==> src/hdl/bads_ram.sv <==
`default_nettype none

module bads_ram #(
   parameter int WIDTH = 8,
   parameter int DEPTH = 16
) (
   input  wire logic                                     clock,
   input  wire logic                                     wr_en,
   input  wire logic [(DEPTH > 1 ? $clog2(DEPTH) : 1)-1:0] wr_addr,
   input  wire logic [WIDTH-1:0]                         wr_data,
   input  wire logic                                     rd_en,
   input  wire logic [(DEPTH > 1 ? $clog2(DEPTH) : 1)-1:0] rd_addr,
   output logic      [WIDTH-1:0]                         rd_data
);

   logic [WIDTH-1:0] mem [DEPTH];

   always_ff @(posedge clock) begin
      if (wr_en) begin
         mem[wr_addr] <= wr_data;
      end
      if (rd_en) begin
         rd_data <= mem[rd_addr];
      end
   end

endmodule

`default_nettype wire

==> config.mk <==
export PLATFORM = sky130hd
export DESIGN_NAME = bads_ram
export DESIGN_NICKNAME = d
export VERILOG_FILES = /design/src/hdl/bads_ram.sv
export SDC_FILE = /design/constraint.sdc
export NUM_CORES = 1
export LEC_CHECK = 0
export BUFFER_PORTS_ARGS = -buffer_cell sky130_fd_sc_hd__clkbuf_2
export CORE_AREA = 5 5 151 153
export DETAILED_ROUTE_END_ITERATION = 10
export DIE_AREA = 0 0 156 158
export HOLD_SLACK_MARGIN = 0.03
export MAX_ROUTING_LAYER = met4
export PLACE_DENSITY = 0.37
export REMOVE_ABC_BUFFERS = 1
export SYNTH_ARGS = -nofsm -noshare
export SYNTH_HDL_FRONTEND = slang
export SYNTH_SLANG_ARGS = --single-unit
==> constraint.sdc <==
create_clock -name clock -period 4.8 [get_ports clock]
set_input_delay 0.72 -clock clock [delete_from_list [all_inputs] [get_ports clock]]
set_output_delay 0.72 -clock clock [all_outputs]
set_load 0.01 [all_outputs]
==> results of run 1 <==
==> area by class of cell <==
class | instances | area [µm²] | area share [%]
Clock buffer | 17 | 425 | 6.80
Clock inverter | 15 | 160 | 2.56
Multi-Input combinational cell | 83 | 1060 | 16.9
Sequential cell | 136 | 4080 | 65.3
Tap cell | 280 | 350 | 5.60
Timing Repair Buffer | 32 | 175 | 2.80
==> cell usage in the layout (no fill, tap or decap) <==
cell type,count
and2_1,1
or3b_2,1
nor3_1,4
clkinv_4,1
edfxtp_1,136
nand2b_1,2
nand2_1,9
clkbuf_2,26
buf_4,6
mux4_2,18
nand3b_1,2
clkinv_2,4
bufinv_16,3
clkinv_1,3
clkinvlp_4,4
mux4_1,14
nor2_1,13
clkbuf_16,17
a22oi_1,16
nand3_1,1
nor2b_1,1
and2b_1,1
==> path summary, 6_finish.rpt <==
check / slack (ns) / endpoint / start / cells past startpoint
min: 0.70 / rd_data[5]$_DFFE_PP_ / rd_en / 1
max: 2.45 / rd_data[3]$_DFFE_PP_ / rd_addr[0] / 5
min reg2reg: 0.75 / rd_data[4]$_DFFE_PP_ / mem[14][4]$_DFFE_PP_ / 3
max reg2reg: 3.17 / rd_data[2]$_DFFE_PP_ / mem[2][2]$_DFFE_PP_ / 3
==> report_power, final <==
group	leakage (nW)	internal [mW]	switching [mW]
sequential	1.24	1.34	0.00629
clock	0.277	0.806	0.475
combinational	0.509	0.0478	0.0763
total	2.02	2.19	0.558
==> cells in the mapped netlist <==
master / instances / area share (%)
nand3_1: 1 / 0.096
mux4_1: 14 / 7.0
buf_2: 3 / 0.29
or3b_2: 1 / 0.17
clkdlybuf4s25_2: 3 / 0.57
and2_1: 1 / 0.12
edfxtp_1: 136 / 78
nor2b_1: 1 / 0.12
nand2b_1: 2 / 0.24
a22oi_1: 16 / 2.3
buf_6: 3 / 0.65
nor2_1: 13 / 0.93
mux4_2: 18 / 7.8
buf_4: 1 / 0.14
nor3_1: 4 / 0.38
nand2_1: 9 / 0.65
and2b_1: 1 / 0.14
nand3b_1: 2 / 0.29
==> logic make-up after synthesis <==
| kind of cell | after synthesis | synth area share, % |
|---|---|---|
| compound gates | 16 | 2.30 |
| simple gates | 35 | 3.14 |
| mux | 32 | 14.8 |
| flops | 136 | 78.1 |
| buf+inv | 10 | 1.65 |
==> metrics by stage <==
stage,utilization (%),total power [mW],instances,cell area (µm²)
2_1_floorplan,-,1.42,219,5140
3_3_place_gp,26.5,1.50,531,5670
3_5_place_dp,26.5,1.50,531,5670
4_1_cts,29.2,2.79,563,6250
5_1_grt,29.2,2.86,563,6250
6_report,29.2,2.75,563,6250
==> state kept, by name, summed over array words and instances, names as in the netlist <==
name / cells
rd_data: 8
mem: 128
==> per-layer routing <==
metal	GRT usage, %	part of all wire [%]	vias up	routed length (µm)
met1	14.0	49	1248	5770
met5	-	0	-	0
met3	3.39	3.6	6	432
met4	3.00	1.1	0	125
li1	-	-	1064	-
met2	15.5	47	56	5520
==> critical path, cell delays in order <==
cell      delay (ns)
clkbuf_2        0.49
buf_4           0.34
mux4_1          0.59
a22oi_1         0.25
nand2_1         0.09
==> run metrics, run 1 <==
Mapped Area=5230 µm²; DRC violations left=0; Die ar.=24,600 µm²; H-tree levels=4; DR iter-0 viols=161; Clock Path Buffers=2; Final setup violation count=0; NumNets Final=289; DP HPWL=7620 µm; # fillers=2,061; Hold Path Class=in2reg; initial antenna violation count=0; first-pass GRT wire length=17,500 µm; port bufs=26; worst skew pair latency=0.41 ns; ratio of cells with drive above 1 in the final layout=28.3%; Final Wtd Congestion=0.664; status=finished, final reports clean; Worst IR Drop VDD=199 µV; cell row count=54; fin crit period=2.35 ns; clk slew on worst S/H paths=0.06 ns; critical path type=in2reg; Synth cell types=18; Final Slew Violations=0; post-synthesis sequential area ratio=78.1%; n_diodes=0; via count=2,374; top fanout value on the critical path=17; post-CTS setup buffer count=0; RSZ-0062 raised after global routing=false; I/O pin count=27; crit end category=flip-flop; worst clock skew=0.00524 ns; DR pass1 iterations=6; cts repair resizes=0; hold buffers post-CTS=0; yosys warns=0; Tot GR Track Use=10.5%; DIE WIDTH=156 µm; Mapped Cells=229; cts bufs inserted=17; Worst-Margin Slew=1.11 ns; PnR worst setup slack=2.45 ns; Starting Density=24.4%; vias in the first global route=2,519; setup slack at placement=1.94 ns; Syn Area/Cell=22.8 µm²; max_slew headroom=25.8%; final period utilization=49.1%; Post-DRT Antenna Nets=0; leakage power=2.02 nW; WP data required=4.95 ns; synthesis-to-finish area growth=19.6%; Worst setup SP type=input pin; setup TNS=0 ns; WL final=11,900 µm; total congestion overflow=0; routed vias/inst=4.22; flop and latch count out of synthesis=136; CTS tree=yes; Power Dens Cells=440 nW/µm²; number of max-cap violations=0; clock sink total=136; Root Buffer=clkbuf_16; die outline height=158 µm; largest net degree at the start of global routing=33; final hold violations=0; highest clock rate=425 MHz; Arr. time, crit path=2.51 ns; Routed wire per std cell=21.1 µm; Hold Slack=0.703 ns; Core Footprint=21,400 µm²
(Power assumes the default switching activity.)
==> run 2, diff against run 1 <==
--- a/config.mk
+++ b/config.mk
@@ -11,7 +11,7 @@
 export DIE_AREA = 0 0 156 158
 export HOLD_SLACK_MARGIN = 0.03
 export MAX_ROUTING_LAYER = met4
-export PLACE_DENSITY = 0.37
+export PLACE_DENSITY = 0.38
 export REMOVE_ABC_BUFFERS = 1
 export SYNTH_ARGS = -nofsm -noshare
 export SYNTH_HDL_FRONTEND = slang
==> constraint.sdc (replaced) <==
create_clock -name clock -period 2 [get_ports clock]
set_input_delay 0.3 -clock clock [delete_from_list [all_inputs] [get_ports clock]]
set_output_delay 0.3 -clock clock [all_outputs]
set_load 0.01 [all_outputs]
==> run metrics, run 2 (synthesis results as in run 1) <==
Final Slew Violations=0; DR iter-0 viols=157; Arr. time, crit path=1.69 ns; Post-DRT Antenna Nets=0; max reg flops=128; power consumption=6.64 mW; Comb pwr share=4.7%; switching pwr=1.26 mW; NumNets Final=306; Routed wire per std cell=20.2 µm; Hold Slack=0.308 ns; Starting Density=24.4%; port bufs=26; Final setup violation count=0; crit end category=flip-flop; cts bufs inserted=17; top fanout value on the critical path=1; Worst setup SP type=flip-flop; first-pass GRT wire length=17,700 µm; total congestion overflow=0; synthesis-to-finish area growth=22.6%; top routing layer used=met4; Core Footprint=21,400 µm²; RSZ-0062 raised after global routing=false; leakage power=2.14 nW; CTS tree=yes; cts repair resizes=0; Tot GR Track Use=10.6%; DRC violations left=0; Worst IR Drop VDD=467 µV; Sw Ratio=19.0%; sequential share of power=48.6%; die outline height=158 µm; max_slew headroom=70.1%; WP data required=2.14 ns; routed vias/inst=4.19; commonest non-fill, non-tap cells in the layout=edfxtp_1 (136), clkbuf_2 (26), buf_4 (21); worst clock skew=0.00490 ns; DP HPWL=7710 µm; critical path type=reg2reg; met1 wire length=5600 µm; Die ar.=24,600 µm²; Hold Path Class=in2reg; Clk network pwr share=46.7%; Placed Area=5820 µm²; number of max-cap violations=0; wire length on met3=459 µm; n_diodes=0; most common cell after layout, fill and taps aside=edfxtp_1; Final Wtd Congestion=0.677; ratio of cells with drive above 1 in the final layout=31.1%; clk slew on worst S/H paths=0.05 ns; clock sink total=136; Clock Path Buffers=2; via count=2,428; Power Dens Cells=1040 nW/µm²; DIE WIDTH=156 µm; final hold violations=0; Pint=5.38 mW; vias in the first global route=2,659; worst skew pair latency=0.41 ns; setup TNS=0 ns; final period utilization=77.4%; Non-Filler Instances=579; DR pass1 iterations=4; WL final=11,700 µm; status=finished, final reports clean; post-CTS setup buffer count=0; initial antenna violation count=0; hold buffers post-CTS=0; H-tree levels=4; Met2 Wirelength=5520 µm; post-route cell area=6410 µm²; Worst-Margin Slew=0.449 ns; largest net degree at the start of global routing=33; Root Buffer=clkbuf_16; highest clock rate=646 MHz; placed cell count=548; biggest regs=mem x128, rd_data x8; cell row count=54; I/O pin count=27; fin crit period=1.55 ns; Biggest register=mem
[run 2: cell count changes in the layout (fill, tap and decap cells not counted)]
| cell | delta |
|---|---|
| buf_4 | +15 |
| clkinvlp_4 | -4 |
| clkinv_1 | +3 |
| buf_12 | +2 |
| bufinv_16 | +1 |
| clkinv_4 | -1 |
[run 2: power by group through the flow]
| stage | Sequential (mW) | Combinational, mW | Clock, mW |
|---|---|---|---|
| 6_report | 3.23 | 0.315 | 3.10 |
| 5_1_grt | 3.23 | 0.346 | 3.34 |
| 4_1_cts | 3.23 | 0.325 | 3.18 |
| 3_5_place_dp | 3.29 | 0.325 | 0 |
| 3_3_place_gp | 3.29 | 0.322 | 0 |
| 2_1_floorplan | 3.29 | 0.128 | 0 |
[run 2: path summary, 6_finish.rpt]
kind                             start                    to  slack, ns  cells after the start
hold / removal                   rd_en  rd_data[2]$_DFFE_PP_       0.31                      1
hold reg to reg   mem[15][5]$_DFFE_PP_  rd_data[5]$_DFFE_PP_       0.74                      3
setup reg to reg   mem[1][2]$_DFFE_PP_  rd_data[2]$_DFFE_PP_       0.45                      3
setup / recovery   mem[1][2]$_DFFE_PP_  rd_data[2]$_DFFE_PP_       0.45                      3
[run 2: cell type report]
type,count,area (µm²)
tap,280,350
timing repair buffer,49,328
clock inverter,14,163
fill,2071,15000
sequential,136,4080
clock buffer,17,425
multi-input combinational,83,1060
[run 2: layer usage]
metal	GRT usage, %	vias to the layer above
met5	-	-
met4	3.63	0
met3	3.03	7
met2	15.8	52
met1	14.0	1277
li1	-	1092
[run 2: worst max-delay path, stage by stage, from the launching register on]
cell,delay (ns)
edfxtp_1,0.36
mux4_1,0.53
a22oi_1,0.26
nand2_1,0.14
[run 2: metrics by stage]
| step | setup slack [ns] | util [%] |
|---|---|---|
| finish | 0.453 | 29.9 |
| global route | 0.350 | 29.9 |
| CTS | 0.426 | 29.9 |
| detailed placement | 0.0198 | 27.2 |
| global placement | 0.0251 | 27.2 |
| floorplan | 0.207 | - |
==> run 3, diff against run 2 <==
==> constraint.sdc (replaced) <==
create_clock -name clock -period 1.3 [get_ports clock]
set_input_delay 0.195 -clock clock [delete_from_list [all_inputs] [get_ports clock]]
set_output_delay 0.195 -clock clock [all_outputs]
set_load 0.01 [all_outputs]
==> run metrics, run 3 (synthesis results as in run 1) <==
status=complete, but fails checks; failing checks=negative setup slack; WP data required=1.44 ns; synthesis-to-finish area growth=23.6%; routed vias/inst=4.19; n_diodes=0; power consumption=9.45 mW; Slowest cell on crit path=mux4_2; cts bufs inserted=17; max reg flops=128; top fanout value on the critical path=1; DR iter-0 viols=129; WL final=11,600 µm; Clock Path Buffers=2; crit end category=flip-flop; largest net degree at the start of global routing=18; Core Footprint=21,400 µm²; critical path type=reg2reg; Tot GR Track Use=10.4%; Root Buffer=clkbuf_16; cell row count=54; placed cell count=563; Final Wtd Congestion=0.695; clk slew on worst S/H paths=0.06 ns; Hold EP=rd_data[1]$_DFFE_PP_; vias in the first global route=2,761; Final Slew Violations=0; leakage power=2.13 nW; Worst IR Drop VDD=693 µV; DIE WIDTH=156 µm; hold path depth=1; CTS tree=yes; total congestion overflow=0; final period utilization=110%; Biggest register=mem; Starting Density=24.4%; r2r worst-path depth=3; biggest regs=mem x128, rd_data x8; Worst-Margin Slew=0.987 ns; # fillers=2,067; clock sink total=136; Non-Filler Instances=592; Worst setup SP type=flip-flop; most common cell after layout, fill and taps aside=edfxtp_1; fin crit period=1.43 ns; via count=2,483; Hold Path Class=in2reg; first-pass GRT wire length=17,600 µm; hold path startpoint=rd_en; Final setup violation count=8; DR pass1 iterations=4; r2r endpoint=rd_data[0]$_DFFE_PP_; H-tree levels=4; fin util=30.2%; worst clock skew=0.00799 ns; commonest non-fill, non-tap cells in the layout=edfxtp_1 (136), buf_4 (32), mux4_2 (30); Die ar.=24,600 µm²; port bufs=26; RSZ-0062 raised after global routing=true; max_slew headroom=34.0%; DRC violations left=0; PnR worst setup slack=-0.134 ns; NumNets Final=321; worst skew pair latency=0.41 ns; Routed wire per std cell=19.5 µm; I/O pin count=27; initial antenna violation count=0; Arr. time, crit path=1.58 ns; Worst R2R Setup Slack=-0.13 ns; DP HPWL=7940 µm; Post-DRT Antenna Nets=0; die outline height=158 µm; ratio of cells with drive above 1 in the final layout=40.4%; Reg-to-Reg Start=mem[3][0]$_DFFE_PP_; number of max-cap violations=0; worst path cell trace=mux4_2 > a22oi_2 > nand2_1; critical path launch point=mem[3][0]$_DFFE_PP_; final hold violations=0; highest clock rate=697 MHz; CP peak stage delay=0.49 ns; Power Dens Cells=1460 nW/µm²
## run 3: cell types whose count changed in the layout (fill, tap and decap cells not counted), sizes merged
cell    delta
buf       +15
bufinv     -4
clkbuf     +3
clkinv     -1
## run 3: area by class of cell
cell class              count  area [µm²]  area share, %
multi-input cells          83        1060           16.5
well taps                 280         350           5.42
flip-flops and latches    136        4080           63.2
clock inverters             9        37.5          0.581
repair buffers             64         490           7.59
clock buffers              20         437           6.76
## run 3: where the power goes
group	internal, mW	switching [mW]
combinational	0.247	0.305
sequential	4.95	0.0248
clock	2.34	1.59
## run 3: worst max path at each step
stage,cells after the start,endpoint
finish,3,rd_data[0]$_DFFE_PP_
global route,3,rd_data[6]$_DFFE_PP_
detailed placement,5,rd_data[3]$_DFFE_PP_
CTS,3,rd_data[0]$_DFFE_PP_
global placement,5,rd_data[5]$_DFFE_PP_
floorplan,2,mem[0][0]$_DFFE_PP_
## run 3: layer usage
layer	vias up	wire length, µm	global-route usage [%]
met5	-	0	-
met4	0	127	3.63
met3	9	376	2.95
met2	46	5540	15.8
met1	1316	5520	13.3
li1	1112	-	-
## run 3: stage by stage
stage | TNS, ns | setup slack (ns) | area [µm²] | hold WS [ns]
after global placement | -13.33 | -0.519 | 5980 | 0.623
after detailed placement | -15.07 | -0.518 | 5980 | 0.621
after global routing | -1.18 | -0.168 | 6460 | 0.182
after floorplan | -8.17 | -0.388 | 5140 | 0.294
after CTS | -0.926 | -0.136 | 6460 | 0.184
final | -0.823 | -0.134 | 6460 | 0.193
## run 3: timing repair
action | CTS | global route
resized for setup | 18 | 5
buffers inserted | 0 | 0
pin swaps | 9 | 6
hold buffers | 0 | 0
setup endpoints to repair | 8 | 8
## run 3: worst max-delay path, delay by kind of cell (launching register included)
kind | cells | cell delay (ns)
flops | 1 | 0.37
simple gates | 1 | 0.11
mux | 1 | 0.49
compound gates | 1 | 0.20
